[config.mk]
export PLATFORM = sky130hd
export DESIGN_NAME = xrs_fifo
export DESIGN_NICKNAME = d
export VERILOG_FILES = /design/src/rtl/core/xrs_fifo.sv
export SDC_FILE = /design/constraint.sdc
export NUM_CORES = 1
export LEC_CHECK = 0
export ABC_CLOCK_PERIOD_IN_PS = 2100
export BUFFER_PORTS_ARGS = -buffer_cell sky130_fd_sc_hd__buf_2
export CAP_MARGIN = 20
export CORE_AREA = 4 4 63 65
export CTS_CLUSTER_SIZE = 30
export DETAILED_ROUTE_END_ITERATION = 6
export DIE_AREA = 0 0 67 69
export PLACE_DENSITY = 0.81
export SLEW_MARGIN = 20
export SYNTH_ARGS = -nofsm -noshare
export SYNTH_HDL_FRONTEND = slang
export SYNTH_SLANG_ARGS = --single-unit
[constraint.sdc]
create_clock -name clk_i -period 2.1 [get_ports clk_i]
set_input_delay 0.42 -clock clk_i [delete_from_list [all_inputs] [get_ports clk_i]]
set_output_delay 0.42 -clock clk_i [all_outputs]
set_load 0.01 [all_outputs]
[src/rtl/core/xrs_fifo.sv]
// Small first-in first-out queue built from flip-flops with a fill count.
// It has no dependencies.
module xrs_fifo #(
  parameter int unsigned Width = 8,
  parameter int unsigned Depth = 4
) (
  input  logic                       clk_i,
  input  logic                       rst_ni,
  input  logic                       push_i,
  input  logic [Width-1:0]           data_i,
  output logic                       full_o,
  input  logic                       pop_i,
  output logic [Width-1:0]           data_o,
  output logic                       empty_o,
  output logic [$clog2(Depth+1)-1:0] count_o
);

  localparam int unsigned AddrW = $clog2(Depth);
  localparam int unsigned CntW  = $clog2(Depth + 1);

  logic [Width-1:0] mem_q [Depth];
  logic [AddrW-1:0] wr_ptr_q, wr_ptr_d;
  logic [AddrW-1:0] rd_ptr_q, rd_ptr_d;
  logic [CntW-1:0]  count_q, count_d;
  logic             do_push, do_pop;

  always_comb begin
    full_o   = (count_q == CntW'(Depth));
    empty_o  = (count_q == '0);
    do_push  = push_i & ~full_o;
    do_pop   = pop_i & ~empty_o;
    wr_ptr_d = wr_ptr_q;
    rd_ptr_d = rd_ptr_q;
    if (do_push) begin
      wr_ptr_d = (wr_ptr_q == AddrW'(Depth - 1)) ? '0 : wr_ptr_q + 1'b1;
    end
    if (do_pop) begin
      rd_ptr_d = (rd_ptr_q == AddrW'(Depth - 1)) ? '0 : rd_ptr_q + 1'b1;
    end
    count_d = count_q + CntW'(do_push) - CntW'(do_pop);
  end

  assign data_o  = mem_q[rd_ptr_q];
  assign count_o = count_q;

  always_ff @(posedge clk_i or negedge rst_ni) begin
    if (!rst_ni) begin
      wr_ptr_q <= '0;
      rd_ptr_q <= '0;
      count_q  <= '0;
    end else begin
      wr_ptr_q <= wr_ptr_d;
      rd_ptr_q <= rd_ptr_d;
      count_q  <= count_d;
    end
  end

  always_ff @(posedge clk_i) begin
    if (do_push) begin
      mem_q[wr_ptr_q] <= data_i;
    end
  end

endmodule

==> results.ini <==
[floorplanning]
initial_utilization_pct = 48.0
die_x_um = 67
core_um2 = 3340
rows = 21
ioPinCount = 25
dieArea_um2 = 4620
die_y_um = 69

[timing]
finalSetupViolCount = 0
period_share_pct = 97.9
max_freq_mhz = 486
final.setup_skew_ps = 9.11
min_period_ps = 2060
slew_headroom_pct = 70.1
drv_slew = 0
setup_tns_ps = 0
tightest_slew_ps = 449
hold_viol = 0

[clocking]
numCtsBuffers = 5
cts_max_path_buffers = 2
cts_root_buffer = clkbuf_4
insertion_delay_ps = 330
clkTransAtPathRegs_ps = 110
htree_num_levels = 2
cts_tree = yes
clkSinkCount = 39

[power]
power_mw = 2.70
p_int_mw = 1.87
ir_worst_vdd_v = 0.000900
power.leakage_nw = 0.761
power_density_nw_per_um2 = 1370
switchingPower_uw = 836
seqPwrFrac_pct = 46.1
power_frac_comb_pct = 36.6
p_sw_share_pct = 30.9
power.clock.fraction_pct = 17.3

[yosys]
synth_ff_type = edfxtp_1
yosysTopAreaCell = edfxtp_1
synthArstFlopShare_pct = 17.9
syn_nets = 101
synthCells = 81
synth_area_per_cell_um2 = 19.8
synth_common_cells = 32 x edfxtp_1, 8 x mux4_2, 7 x dfrtp_1, 7 x ha_1, 7 x inv_1
synth_cell_types = 19
ys_ff_latch = 39
post_synth_instance_area_um2 = 1600
synthTopCellsByArea = edfxtp_1 60%, mux4_2 11%, dfrtp_1 11%
post-synth-top-area-fraction_pct = 60.0
synth.most_common_cell = edfxtp_1
synth-edff-count = 32
synth_warnings = 0
synth_seq_area_share_pct = 70.9

[drt]
vias = 801
ant_nets = 0
post_drt_via_cell_ratio = 4.83
drc = 0
wl_mm = 2.47
wire_per_inst_um = 14.9
drtIter0Drc = 32
first_pass_iters = 3

[critical_path]
cp_max_fo = 4
path_class = flop to flop
slowest_stage = dfrtp_2
crit_path_end_kind = flop
crit_family = adder cells
critical_path.startpoint_type = flop
critical_path.cell_chain = nor3_4, nand2b_4, inv_2, ha_4, inv_2, ha_4, fa_2, xnor2_2, xnor2_1
cp.arrival_ps = 2290
cp.required_ps = 2330
max_stage_delay_ps = 460
worstPathBufferInverterCount = 2

[hold_path]
hp-class = input pin to flop

[layout]
finalNonFillerCells = 166
area_delta_synth_final_pct = 23.0
ff_latch_area_um2 = 1140
n_antenna_cell = 0
fillers = 266
design_area_um2 = 1970
multi_input_area_um2 = 478
layout-drive-gt1-share_pct = 54.2
nets = 139

[place]
dp.cells = 150
gp_congestion = 0.740
placed_area_um2 = 1790
numPortBuffers = 24
dp_hpwl_mm = 1.62

[global_route]
grt_pass1_vias = 810
grt_max_degree = 13
grt_usage_pct = 11.0
antenna_found_initial = 0
grt_pass1_wl_mm = 3.71
gr-total-overflow = 0

[status]
status = complete, no violations

[run]
drv_cap = 0

[final cells by class]
cell class              count  area share, %
multi-input cells          33           24.2
clock buffers               5           1.90
flip-flops and latches     39           58.0
well taps                  46           2.92
inverters                   7           1.33
repair buffers             33           9.64
clock inverters             3           1.97
[cells in the final DEF, fill, tap and decap left out, types with 2 or more instances in the layout]
master,synthesis,final
ha_4,0,2
buf_4,0,8
edfxtp_1,32,32
and2_1,4,4
mux2_2,2,2
ha_1,7,5
buf_2,1,24
mux4_2,8,8
dfrtp_1,7,3
clkbuf_4,0,5
inv_1,7,4
dfrtp_2,0,3
nor2_1,2,2
inv_2,0,3
[routing by layer]
layer / share of wire, % / wire, µm / up-vias / GRT usage (%)
met3: 7.5 / 186 / 5 / 4.55
met2: 52 / 1290 / 23 / 17.6
met1: 39 / 952 / 391 / 12.5
met4: 1.4 / 34 / 0 / 5.41
met5: 0 / 0 / - / 0
li1: - / - / 382 / -
[registers in the layout (all words and copies together), names as in the netlist]
register / cells
rd_ptr_q: 2
wr_ptr_q: 2
count_o: 3
mem_q: 32
[through the flow]
stage	hold slack, ps	utilization [%]	setup slack [ps]
finish	299	59.1	43.1
global route	284	59.1	-25.5
CTS	280	56.5	37.0
detailed placement	267	53.8	69.1
global placement	261	53.8	120
floorplan	124	-	20.7
[kinds of logic after synthesis]
kind of cell | Yosys count | synth area share, %
multiplexers | 11 | 13.6
AND/OR/NAND/NOR | 11 | 5.15
XOR/XNOR | 2 | 1.09
AO/OA/AOI/OAI | 1 | 0.391
flip-flops | 39 | 70.9
adder cells (fa/ha/maj) | 8 | 6.71
buffers and inverters | 9 | 2.19
[timing repair]
item,4_1_cts,5_1_grt
endpoints found under the setup margin,8,1
hold endpoints to repair,7,0
hold buffers,1,0
setup buffers,0,7
gates resized for setup,2,9
pin swaps,0,7
[power by group through the flow]
stage	clock network [mW]	registers, mW	logic [mW]
6_report	0.468	1.25	0.990
5_1_grt	0.513	1.28	1.08
2_1_floorplan	0	1.17	0.651
3_5_place_dp	0	1.27	0.846
3_3_place_gp	0	1.25	0.819
4_1_cts	0.488	1.26	0.855
[worst paths after layout]
kind / start / end / slack, ps / depth (start not counted)
setup / recovery: count_o[1] / count_o[2] / 40 / 9
max in group asynchronous: rst_ni / rd_ptr_q[0] / 1480 / 2
min in group asynchronous: rst_ni / count_o[0] / 440 / 2
setup reg to reg: count_o[1] / count_o[2] / 40 / 9
hold / removal: data_i[4] / mem_q[3][4] / 300 / 1
hold reg to reg: wr_ptr_q[1] / wr_ptr_q[1] / 630 / 2
Power figures use the tool's default switching activity.
