[src/rtl/core/xrs_pkg.sv]
// Package for the xoroshiro128+ generator: payload structs, internal structs,
// SplitMix64 and xoroshiro constants, and the seed expander state type.
// It has no dependencies.
package xrs_pkg;

  localparam logic [63:0] SM_GAMMA = 64'h9E37_79B9_7F4A_7C15;
  localparam logic [63:0] SM_MUL1  = 64'hBF58_476D_1CE4_E5B9;
  localparam logic [63:0] SM_MUL2  = 64'h94D0_49BB_1331_11EB;

  localparam int unsigned ROT_A   = 55;
  localparam int unsigned SHIFT_A = 14;
  localparam int unsigned ROT_B   = 36;

  localparam int unsigned FRAC_MSB = 63;
  localparam int unsigned FRAC_LSB = 40;

  localparam int unsigned APB_ADDR_W = 4;
  localparam int unsigned REG_IDX_W  = 1;
  localparam logic [REG_IDX_W-1:0] REG_SEED = 1'b0;

  typedef struct packed {
    logic signed [31:0] range_low;
    logic signed [31:0] range_high;
  } xrs_req_t;

  typedef struct packed {
    logic        [63:0] raw_value;
    logic        [23:0] unit_fraction;
    logic signed [31:0] scaled_value;
  } xrs_rsp_t;

  typedef struct packed {
    logic               busy;
    logic               load;
    logic        [63:0] word_a;
    logic        [63:0] word_b;
  } xrs_seed_t;

  typedef struct packed {
    logic        [63:0] raw;
    logic signed [31:0] low;
    logic signed [32:0] span;
  } xrs_mid_t;

  typedef enum logic [2:0] {
    EXP_IDLE,
    EXP_START,
    EXP_ADD,
    EXP_MUL,
    EXP_MIX
  } xrs_exp_state_e;

  function automatic logic [63:0] rotl64(logic [63:0] v, int unsigned r);
    return (v << r) | (v >> (64 - r));
  endfunction

endpackage

[src/rtl/core/xrs_fifo.sv]
// Small first-in first-out queue built from flip-flops with a fill count.
// It has no dependencies.
module xrs_fifo #(
  parameter int unsigned Width = 8,
  parameter int unsigned Depth = 4
) (
  input  logic                       clk_i,
  input  logic                       rst_ni,
  input  logic                       push_i,
  input  logic [Width-1:0]           data_i,
  output logic                       full_o,
  input  logic                       pop_i,
  output logic [Width-1:0]           data_o,
  output logic                       empty_o,
  output logic [$clog2(Depth+1)-1:0] count_o
);

  localparam int unsigned AddrW = $clog2(Depth);
  localparam int unsigned CntW  = $clog2(Depth + 1);

  logic [Width-1:0] mem_q [Depth];
  logic [AddrW-1:0] wr_ptr_q, wr_ptr_d;
  logic [AddrW-1:0] rd_ptr_q, rd_ptr_d;
  logic [CntW-1:0]  count_q, count_d;
  logic             do_push, do_pop;

  always_comb begin
    full_o   = (count_q == CntW'(Depth));
    empty_o  = (count_q == '0);
    do_push  = push_i & ~full_o;
    do_pop   = pop_i & ~empty_o;
    wr_ptr_d = wr_ptr_q;
    rd_ptr_d = rd_ptr_q;
    if (do_push) begin
      wr_ptr_d = (wr_ptr_q == AddrW'(Depth - 1)) ? '0 : wr_ptr_q + 1'b1;
    end
    if (do_pop) begin
      rd_ptr_d = (rd_ptr_q == AddrW'(Depth - 1)) ? '0 : rd_ptr_q + 1'b1;
    end
    count_d = count_q + CntW'(do_push) - CntW'(do_pop);
  end

  assign data_o  = mem_q[rd_ptr_q];
  assign count_o = count_q;

  always_ff @(posedge clk_i or negedge rst_ni) begin
    if (!rst_ni) begin
      wr_ptr_q <= '0;
      rd_ptr_q <= '0;
      count_q  <= '0;
    end else begin
      wr_ptr_q <= wr_ptr_d;
      rd_ptr_q <= rd_ptr_d;
      count_q  <= count_d;
    end
  end

  always_ff @(posedge clk_i) begin
    if (do_push) begin
      mem_q[wr_ptr_q] <= data_i;
    end
  end

endmodule

[src/rtl/core/xrs_back.sv]
// Back end: multiplies span by the unit fraction, floors, adds the low end and queues results.
// Depends on xrs_pkg and xrs_fifo.
module xrs_back import xrs_pkg::*; #(
  parameter int unsigned Depth = 4
) (
  input  logic     clk_i,
  input  logic     rst_ni,
  input  logic     mid_empty_i,
  input  xrs_mid_t mid_data_i,
  output logic     mid_pop_o,
  input  logic     out_pop_i,
  output logic     out_empty_o,
  output xrs_rsp_t rsp_o
);

  localparam int unsigned CntW = $clog2(Depth + 1);

  logic               s1_valid_q;
  logic        [63:0] raw_q;
  logic signed [31:0] low_q;
  logic signed [57:0] prod_q, prod_d;
  logic        [23:0] frac;
  logic [CntW-1:0]    out_count;
  logic               out_full;
  logic               credit;
  xrs_rsp_t           rsp_d, rsp_q;

  always_comb begin
    credit    = ({1'b0, out_count} + (CntW + 1)'(s1_valid_q)) < (CntW + 1)'(Depth);
    mid_pop_o = ~mid_empty_i & credit;
    frac      = mid_data_i.raw[FRAC_MSB:FRAC_LSB];
    prod_d    = mid_data_i.span * $signed({1'b0, frac});
    rsp_d.raw_value     = raw_q;
    rsp_d.unit_fraction = raw_q[FRAC_MSB:FRAC_LSB];
    rsp_d.scaled_value  = low_q + prod_q[55:24];
  end

  always_ff @(posedge clk_i or negedge rst_ni) begin
    if (!rst_ni) begin
      s1_valid_q <= 1'b0;
    end else begin
      s1_valid_q <= mid_pop_o;
    end
  end

  always_ff @(posedge clk_i) begin
    if (mid_pop_o) begin
      raw_q  <= mid_data_i.raw;
      low_q  <= mid_data_i.low;
      prod_q <= prod_d;
    end
  end

  xrs_fifo #(
    .Width($bits(xrs_rsp_t)),
    .Depth(Depth)
  ) u_out_fifo (
    .clk_i  (clk_i),
    .rst_ni (rst_ni),
    .push_i (s1_valid_q),
    .data_i (rsp_d),
    .full_o (out_full),
    .pop_i  (out_pop_i),
    .data_o (rsp_q),
    .empty_o(out_empty_o),
    .count_o(out_count)
  );

  assign rsp_o = rsp_q;

endmodule

[config.mk]
export PLATFORM = sky130hd
export DESIGN_NAME = xrs_back
export DESIGN_NICKNAME = d
export VERILOG_FILES = /design/src/rtl/core/xrs_pkg.sv /design/src/rtl/core/xrs_fifo.sv /design/src/rtl/core/xrs_back.sv
export SDC_FILE = /design/constraint.sdc
export NUM_CORES = 2
export LEC_CHECK = 0
export ABC_AREA = 1
export ABC_CLOCK_PERIOD_IN_PS = 8250
export BUFFER_PORTS_ARGS = -buffer_cell sky130_fd_sc_hd__buf_4
export CAP_MARGIN = 0
export CORE_MARGIN = 2
export CORE_UTILIZATION = 60
export CTS_CLUSTER_SIZE = 30
export DETAILED_ROUTE_END_ITERATION = 10
export PLACE_DENSITY = 0.88
export SETUP_SLACK_MARGIN = 0.02
export SLEW_MARGIN = 0
export SYNTH_ARGS = -nofsm -noshare
export SYNTH_HDL_FRONTEND = slang
export SYNTH_HIERARCHICAL = 1
export SYNTH_SLANG_ARGS = --single-unit
[constraint.sdc]
create_clock -name clk_i -period 8.25 [get_ports clk_i]
set_input_delay 1.65 -clock clk_i [delete_from_list [all_inputs] [get_ports clk_i]]
set_output_delay 1.65 -clock clk_i [all_outputs]
set_load 0.01 [all_outputs]
==> flow_summary.yaml <==
route:
  route.detailed.drc: 0
  vias: 40240
  ant_nets: 0
  routed_via_density: 5.468
  met1_length_um: 48960
  wl_per_cell_um: 19.25
  first_iter_violations: 3987
  drt-total-wl_um: 141700
  met2_length_um: 70030
  first_pass_iters: 8
  routed.top_layer: "met5"
  met3_length_um: 13930
logic_synthesis:
  ys_warn_count: 6
  synthesis.area_um2: 55390
  avgSynthCellArea_um2: 9.241
  syn_inst: 5994
  syn-num-nets: 7109
sta:
  slew_violations: 0
  fmax_ghz: 0.1315
  finalHoldViolCount: 0
  worstMarginPinSlew_ps: 1073
  rsz0062_at_grt: "no"
  whs_ps: 477.9
  fin_tns_setup_ps: 0
  fin_skew_ps: 51.51
  setup-violations-final: 0
  timing.final.crit_share: 0.9221
  relSlewSlack: 0.2849
  layout_min_cycle_time_ps: 7607
global_route:
  antenna_found_initial: 10
  grt_pass1_wl_um: 225300
  grt-ovfl-total: 0
  grt_max_degree: 181
  grt_pass1_vias: 43250
  gr-usage-all-layers: 0.3066
clocking:
  cts_tree: "built"
  insertion_delay_ps: 650
  clkTransAtPathRegs_ps: 60
  cts_resized: 0
  numCtsBuffers: 55
  postCtsSetupBuffers: 0
  clk_path_buf_depth: 3
  cts.sinks: 616
  root_buffer: "clkbuf_16"
  holdBufCountCts: 0
  ctsHtreeMaxLevel: 2
placement:
  placed_cell_area_um2: 57980
  hpwl_um: 106400
  io_buffers: 254
  gp_congestion: 0.9811
finish:
  fillers: 6718
  final_util: 0.6534
  area_growth_pct: 7.965
  final_nets: 7241
  final_layout_size_suffix_gt1_frac: 0.06710
  stdcell_area_um2: 59800
critical_path:
  worstPathMaxFanout: 26
  crit_arrival_ps: 7990
  cp-end-kind: "register"
  startpoint_type: "input pin"
  worstSetupPathType: "input pin to register"
  required_ps: 8630
die:
  dieArea_um2: 94770
  ios: 255
  start_util: 0.6052
  fp.dieH_um: 307.8
  rows: 111
  core_region_area_um2: 91520
  die_x_um: 307.8
flow_run:
  drv_cap: 0
status:
  status: "completed"
min_path:
  hold_path_class: "register to register"
[critical path: stages]
cell and delay, ps:
buf_4 200, buf_4 370, nand2_1 100, inv_1 100, fa_1 460, fa_1 550, inv_1 50, fa_1 500
fa_1 510, inv_1 50, fa_1 480, fa_1 490, inv_1 50, fa_1 490, inv_1 50, ha_1 440
nand2_1 250, nor2_1 260, nand2_1 130, nor4_1 290, nand3_1 240, nand4_1 160, nand2_1 90
[final timing paths]
kind,start,endpoint,slack (ps),depth (start not counted)
setup / recovery,mid_data_i[107],prod_q[42],640,23
hold / removal,raw_q[24],u_out_fifo/mem_q[2][80],480,0
setup reg to reg,u_out_fifo/count_o[1],u_out_fifo/mem_q[0][46],4780,6
hold reg to reg,raw_q[24],u_out_fifo/mem_q[2][80],480,0
max in group asynchronous,rst_ni,u_out_fifo/rd_ptr_q[1],7240,1
min in group asynchronous,rst_ni,s1_valid_q,840,1
[area by class of cell]
cell class / count / area, µm² / share of cell area
flip-flops and latches: 616 / 18470 / 0.3088
inverters: 1779 / 6685 / 0.1118
clock buffers: 62 / 1403 / 0.02345
well taps: 1186 / 1484 / 0.02481
repair buffers: 316 / 2447 / 0.04092
multi-input cells: 3358 / 28900 / 0.4833
diodes: 3 / 7.507 / 0.0001255
clock inverters: 39 / 410.4 / 0.006863
[metal layers]
| layer | GRT usage | up-vias |
|---|---|---|
| met5 | 0 | - |
| met1 | 0.3576 | 19440 |
| met3 | 0.06214 | 624 |
| met2 | 0.5331 | 2181 |
| met4 | 0.1647 | 12 |
| li1 | - | 17990 |
[layout by cell type (no fill, tap or decap), types with 28 or more instances in the layout]
cell,count
xor2_1,28
a21oi_1,99
o211ai_1,241
edfxtp_1,608
o21ai_0,48
fa_1,794
inv_1,1776
nand2_1,1600
nor2_1,160
nand3_1,80
ha_1,188
buf_4,310
clkbuf_16,55
nand4_1,28
[flip-flops by register name (all words and copies together), names as in the netlist]
signal and flops:
u_out_fifo/mem_q 480, low_q 32, u_out_fifo/rd_ptr_q 2, u_out_fifo/wr_ptr_q 2, u_out_fifo/count_o 3, prod_q 32, raw_q 64, s1_valid_q 1
[metrics by stage]
stage	instances	worst slack [ps]
final	7359	643.0
after global routing	7358	270.4
after CTS	7356	738.6
after detailed placement	7255	37.34
after global placement	7255	71.63
after floorplan	5994	515.7
Power is left out: the tool's default activity adds up to more than one toggle a clock period on the data nets, which glitch-free logic cannot reach.
