$ cat src/rtl/core/xrs_pkg.sv
// Package for the xoroshiro128+ generator: payload structs, internal structs,
// SplitMix64 and xoroshiro constants, and the seed expander state type.
// It has no dependencies.
package xrs_pkg;

  localparam logic [63:0] SM_GAMMA = 64'h9E37_79B9_7F4A_7C15;
  localparam logic [63:0] SM_MUL1  = 64'hBF58_476D_1CE4_E5B9;
  localparam logic [63:0] SM_MUL2  = 64'h94D0_49BB_1331_11EB;

  localparam int unsigned ROT_A   = 55;
  localparam int unsigned SHIFT_A = 14;
  localparam int unsigned ROT_B   = 36;

  localparam int unsigned FRAC_MSB = 63;
  localparam int unsigned FRAC_LSB = 40;

  localparam int unsigned APB_ADDR_W = 4;
  localparam int unsigned REG_IDX_W  = 1;
  localparam logic [REG_IDX_W-1:0] REG_SEED = 1'b0;

  typedef struct packed {
    logic signed [31:0] range_low;
    logic signed [31:0] range_high;
  } xrs_req_t;

  typedef struct packed {
    logic        [63:0] raw_value;
    logic        [23:0] unit_fraction;
    logic signed [31:0] scaled_value;
  } xrs_rsp_t;

  typedef struct packed {
    logic               busy;
    logic               load;
    logic        [63:0] word_a;
    logic        [63:0] word_b;
  } xrs_seed_t;

  typedef struct packed {
    logic        [63:0] raw;
    logic signed [31:0] low;
    logic signed [32:0] span;
  } xrs_mid_t;

  typedef enum logic [2:0] {
    EXP_IDLE,
    EXP_START,
    EXP_ADD,
    EXP_MUL,
    EXP_MIX
  } xrs_exp_state_e;

  function automatic logic [63:0] rotl64(logic [63:0] v, int unsigned r);
    return (v << r) | (v >> (64 - r));
  endfunction

endpackage

$ cat src/rtl/core/xrs_seed_expander.sv
// Seed register and SplitMix64 sequencer that expands the seed into two state words.
// Each 64-bit product is built from 32x32 partial products on one shared multiplier.
// Depends on xrs_pkg.
module xrs_seed_expander import xrs_pkg::*; (
  input  logic        clk_i,
  input  logic        rst_ni,
  input  logic        cfg_we_i,
  input  logic [63:0] cfg_data_i,
  output logic [63:0] seed_o,
  output xrs_seed_t   exp_o
);

  xrs_exp_state_e state_q, state_d;
  logic [63:0] seed_q, seed_d;
  logic [63:0] sm_acc_q, sm_acc_d;
  logic [63:0] z_q, z_d;
  logic [63:0] prod_q, prod_d;
  logic [63:0] acc_q, acc_d;
  logic [63:0] word_a_q, word_a_d;
  logic [1:0]  phase_q, phase_d;
  logic        mul_sel_q, mul_sel_d;
  logic        word_sel_q, word_sel_d;
  logic [63:0] mul_const, sm_next, mix_full, fin;
  logic [31:0] mul_a, mul_b;
  logic [63:0] mul_p;
  logic        load;

  always_comb begin
    mul_const = mul_sel_q ? SM_MUL2 : SM_MUL1;
    unique case (phase_q)
      2'd0: begin
        mul_a = z_q[31:0];
        mul_b = mul_const[31:0];
      end
      2'd1: begin
        mul_a = z_q[63:32];
        mul_b = mul_const[31:0];
      end
      2'd2: begin
        mul_a = z_q[31:0];
        mul_b = mul_const[63:32];
      end
      default: begin
        mul_a = z_q[31:0];
        mul_b = mul_const[31:0];
      end
    endcase
  end

  assign mul_p    = mul_a * mul_b;
  assign prod_d   = mul_p;
  assign sm_next  = sm_acc_q + SM_GAMMA;
  assign mix_full = {acc_q[63:32] + prod_q[31:0], acc_q[31:0]};
  assign fin      = acc_q ^ (acc_q >> 31);

  always_comb begin
    state_d    = state_q;
    seed_d     = seed_q;
    sm_acc_d   = sm_acc_q;
    z_d        = z_q;
    acc_d      = acc_q;
    word_a_d   = word_a_q;
    phase_d    = phase_q;
    mul_sel_d  = mul_sel_q;
    word_sel_d = word_sel_q;
    load       = 1'b0;
    unique case (state_q)
      EXP_IDLE: begin
      end
      EXP_START: begin
        sm_acc_d   = (seed_q == '0) ? 64'd1 : seed_q;
        word_sel_d = 1'b0;
        state_d    = EXP_ADD;
      end
      EXP_ADD: begin
        sm_acc_d  = sm_next;
        z_d       = sm_next ^ (sm_next >> 30);
        mul_sel_d = 1'b0;
        phase_d   = 2'd0;
        state_d   = EXP_MUL;
      end
      EXP_MUL: begin
        phase_d = phase_q + 2'd1;
        unique case (phase_q)
          2'd0: begin
          end
          2'd1: begin
            acc_d = prod_q;
          end
          2'd2: begin
            acc_d[63:32] = acc_q[63:32] + prod_q[31:0];
          end
          default: begin
            if (!mul_sel_q) begin
              z_d       = mix_full ^ (mix_full >> 27);
              mul_sel_d = 1'b1;
            end else begin
              acc_d   = mix_full;
              state_d = EXP_MIX;
            end
          end
        endcase
      end
      EXP_MIX: begin
        if (!word_sel_q) begin
          word_a_d   = fin;
          word_sel_d = 1'b1;
          state_d    = EXP_ADD;
        end else begin
          load    = 1'b1;
          state_d = EXP_IDLE;
        end
      end
      default: begin
        state_d = EXP_START;
      end
    endcase
    if (cfg_we_i) begin
      seed_d  = cfg_data_i;
      state_d = EXP_START;
    end
  end

  assign seed_o       = seed_q;
  assign exp_o.busy   = (state_q != EXP_IDLE);
  assign exp_o.load   = load;
  assign exp_o.word_a = word_a_q;
  assign exp_o.word_b = fin;

  always_ff @(posedge clk_i or negedge rst_ni) begin
    if (!rst_ni) begin
      state_q    <= EXP_START;
      seed_q     <= 64'd1;
      phase_q    <= 2'd0;
      mul_sel_q  <= 1'b0;
      word_sel_q <= 1'b0;
    end else begin
      state_q    <= state_d;
      seed_q     <= seed_d;
      phase_q    <= phase_d;
      mul_sel_q  <= mul_sel_d;
      word_sel_q <= word_sel_d;
    end
  end

  always_ff @(posedge clk_i) begin
    sm_acc_q <= sm_acc_d;
    z_q      <= z_d;
    prod_q   <= prod_d;
    acc_q    <= acc_d;
    word_a_q <= word_a_d;
  end

endmodule

$ cat config.mk
export PLATFORM = sky130hd
export DESIGN_NAME = xrs_seed_expander
export DESIGN_NICKNAME = d
export VERILOG_FILES = /design/src/rtl/core/xrs_pkg.sv /design/src/rtl/core/xrs_seed_expander.sv
export SDC_FILE = /design/constraint.sdc
export NUM_CORES = 2
export LEC_CHECK = 0
export ABC_CLOCK_PERIOD_IN_PS = 9450
export BUFFER_PORTS_ARGS = -buffer_cell sky130_fd_sc_hd__buf_4
export CAP_MARGIN = 25
export CORE_ASPECT_RATIO = 1.75
export CORE_MARGIN = 8
export CORE_UTILIZATION = 37
export DETAILED_ROUTE_END_ITERATION = 8
export GPL_ROUTABILITY_DRIVEN = 0
export GPL_TIMING_DRIVEN = 0
export PLACE_DENSITY = 0.57
export SLEW_MARGIN = 20
export SYNTH_ARGS = -nofsm -noshare
export SYNTH_HDL_FRONTEND = slang
export SYNTH_SLANG_ARGS = --single-unit
export TNS_END_PERCENT = 1
$ cat constraint.sdc
create_clock -name clk_i -period 9.45 [get_ports clk_i]
set_clock_uncertainty 0.15 [all_clocks]
set_input_delay 1.89 -clock clk_i [delete_from_list [all_inputs] [get_ports clk_i]]
set_output_delay 1.89 -clock clk_i [all_outputs]
set_load 0.02 [all_outputs]
==> results.ini <==
[sta]
timing.slew.headroom = 0.149
period_share = 1.02
final-hold-violation-count = 0
rsz0062_at_grt = true
hold_slack_ns = 0.299
finalSetupTns_ns = -1.41
setup_viol = 11
fmax_mhz = 103
worstMarginPinSlew_ns = 1.27
timing.final.max_slew_violations = 0
layout_setup_ws_ns = -0.231
fin_crit_ns = 9.68

[worst_setup_path]
cp-start-kind = flop
crit_path_max_fanout = 7
slowest_stage = fa_2
endpoint_kind = flop
cpMostUsedCell = fa_1
critPathBufInv = 7
worstSetupPathDepth = 29
crit_family = adder cells
slowest_delay_ns = 0.78
critPathArrivalTime_ns = 10.00
worstRegToRegCells = 29
timing_worst_setup_path_type = flop to flop
worstPathRequired_ns = 9.77

[worst_hold_path]
hp-class = flop to flop
holdPathStages = 0

[die]
row_count = 174
start_util = 0.372
fp.dieW_um = 288
core_area_mm2 = 0.128
die_area_mm2 = 0.141
die_h_um = 491
ioPinCount = 261

[global_route]
grtUsageMet2 = 0.507
grtUsageMet1 = 0.278
antenna_found_initial = 14
first_global_vias = 40911
grt-busiest-layer = met2
grt_max_degree = 72
grt_pass1_wl_um = 301000
grt.total_usage = 0.304
grt_overflow = 0
grt_use_met3 = 0.0958

[clocking]
clk_pin_slew_worst_paths_ns = 0.06
cts-root-buf = clkbuf_16
cts.path.max_buffers = 3
h-tree-depth = 2
cts_tree = built
cts_buffers = 42
ctsHoldBuffers = 0
clk_latency_ns = 0.64
cts_num_sinks = 391

[synth]
postSynthCellCount = 4663
synth.largest_area_cell = fa_1
synth_seq_area_share = 0.225
synth_top_area_frac = 0.336
synthTopCellsByArea = fa_1, edfxtp_1, ha_1
yosys_register_bits = 391
synthArstFlopShare = 0.182
yosysWarnings = 0
synthFlopType = edfxtp_1
synth-edff-count = 256
ys_types = 96
syn-num-nets = 5917
syn_area_per_cell_um2 = 10.2
synth_area_mm2 = 0.0477

[routing]
wire_per_inst_um = 31.5
drc = 0
drt-initial-drc-count = 3398
routed_wl_um = 215000
vias_per_cell = 5.56
first_pass_iters = 6
ant_nets = 0
vias = 37916

[cells_and_area]
layout_commonest_cell = inv_1
syn2layout_area_growth_pct = 17.9
final_cell_mix = inv_1, fa_1, buf_4, ha_1, nand2_1
nets = 6350
drive_gt1_frac = 0.189

[run_status]
violations = negative setup slack
status = finished with violations

[job]
cap_violations = 0

[placed_design]
portBuffers = 259
dp_hpwl_um = 173000

==> sequential cells by signal, summed over array words and instances, names as in the netlist <==
register	flops
acc_q	64
prod_q	64
seed_o	64
sm_acc_q	64
word_a_q	64
z_q	64
state_q	3
phase_q	2
mul_sel_q	1
word_sel_q	1
==> layout make-up <==
class	count	area, um^2
Antenna cell	19	47.5
Buffer	150	980
Clock buffer	58	1220
Clock inverter	20	219
Fill cell	12381	72000
Inverter	1061	4100
Multi-Input combinational cell	3050	33500
Sequential cell	391	10800
Tap cell	1672	2090
Timing Repair Buffer	400	3310
==> worst paths after layout <==
kind | from | end | slack, ns
min in group asynchronous | rst_ni | seed_o[35]$_DFFE_PN0P_ | 1.01
max in group asynchronous | rst_ni | seed_o[0]$_DFFE_PN1P_ | 7.45
worst max register to register | phase_q[0]$_DFFE_PN0P_ | prod_q[58]$_DFF_P_ | -0.23
worst min-delay path | prod_q[5]$_DFF_P_ | acc_q[5]$_DFFE_PP_ | 0.30
worst max-delay path | phase_q[0]$_DFFE_PN0P_ | prod_q[58]$_DFF_P_ | -0.23
worst min register to register | prod_q[5]$_DFF_P_ | acc_q[5]$_DFFE_PP_ | 0.30
==> synth_stat cells, drive strengths merged (22+ instances only) <==
cell       n
a21o      51
a21oi    173
buf       49
clkbuf   112
dfrtp     69
dfxtp     64
edfxtp   256
fa       801
ha       386
inv     1058
mux2     106
mux2i     32
nand2    340
nand2b    30
nand3     30
nand4     22
nor2     322
nor3      35
nor4      22
o21ai    175
o21bai    27
xnor2    117
xor2     138
==> layer usage <==
metal,vias to the layer above,part of all wire
met5,-,0.000060
met4,2,0.14
met3,1118,0.083
met2,2398,0.49
met1,18813,0.29
li1,15585,-
==> through the flow <==
step	area, um^2	setup WS (ns)	utilization	std cells
6_report	56300	-0.231	0.439	6821
3_5_place_dp	52200	-3.48	0.407	6613
3_3_place_gp	51800	-4.36	0.404	6594
2_1_floorplan	47700	0.338	-	4663
4_1_cts	55500	0.00228	0.433	6753
5_1_grt	56200	-0.379	0.439	6809
==> what timing repair did <==
item,in CTS,in global routing
endpoints found under the setup margin,47,29
setup buffers,70,42
pin swaps,40,43
resized for setup,393,93
cloned,3,0
==> logic make-up (layout without fill, tap and decap cells) <==
kind of cell / after synthesis / in the layout / synth area share
XOR/XNOR: 259 / 259 / 0.0492
AO/OA/AOI/OAI: 569 / 569 / 0.0753
AND/OR/NAND/NOR: 897 / 897 / 0.0827
multiplexers: 138 / 138 / 0.0317
flip-flops: 391 / 391 / 0.225
adder cells (fa/ha/maj): 1187 / 1187 / 0.437
other: 0 / 19 / 0
buffers and inverters: 1222 / 1689 / 0.0987
Power is left out: the tool's default activity adds up to more than one toggle a clock period on the data nets, which glitch-free logic cannot reach.
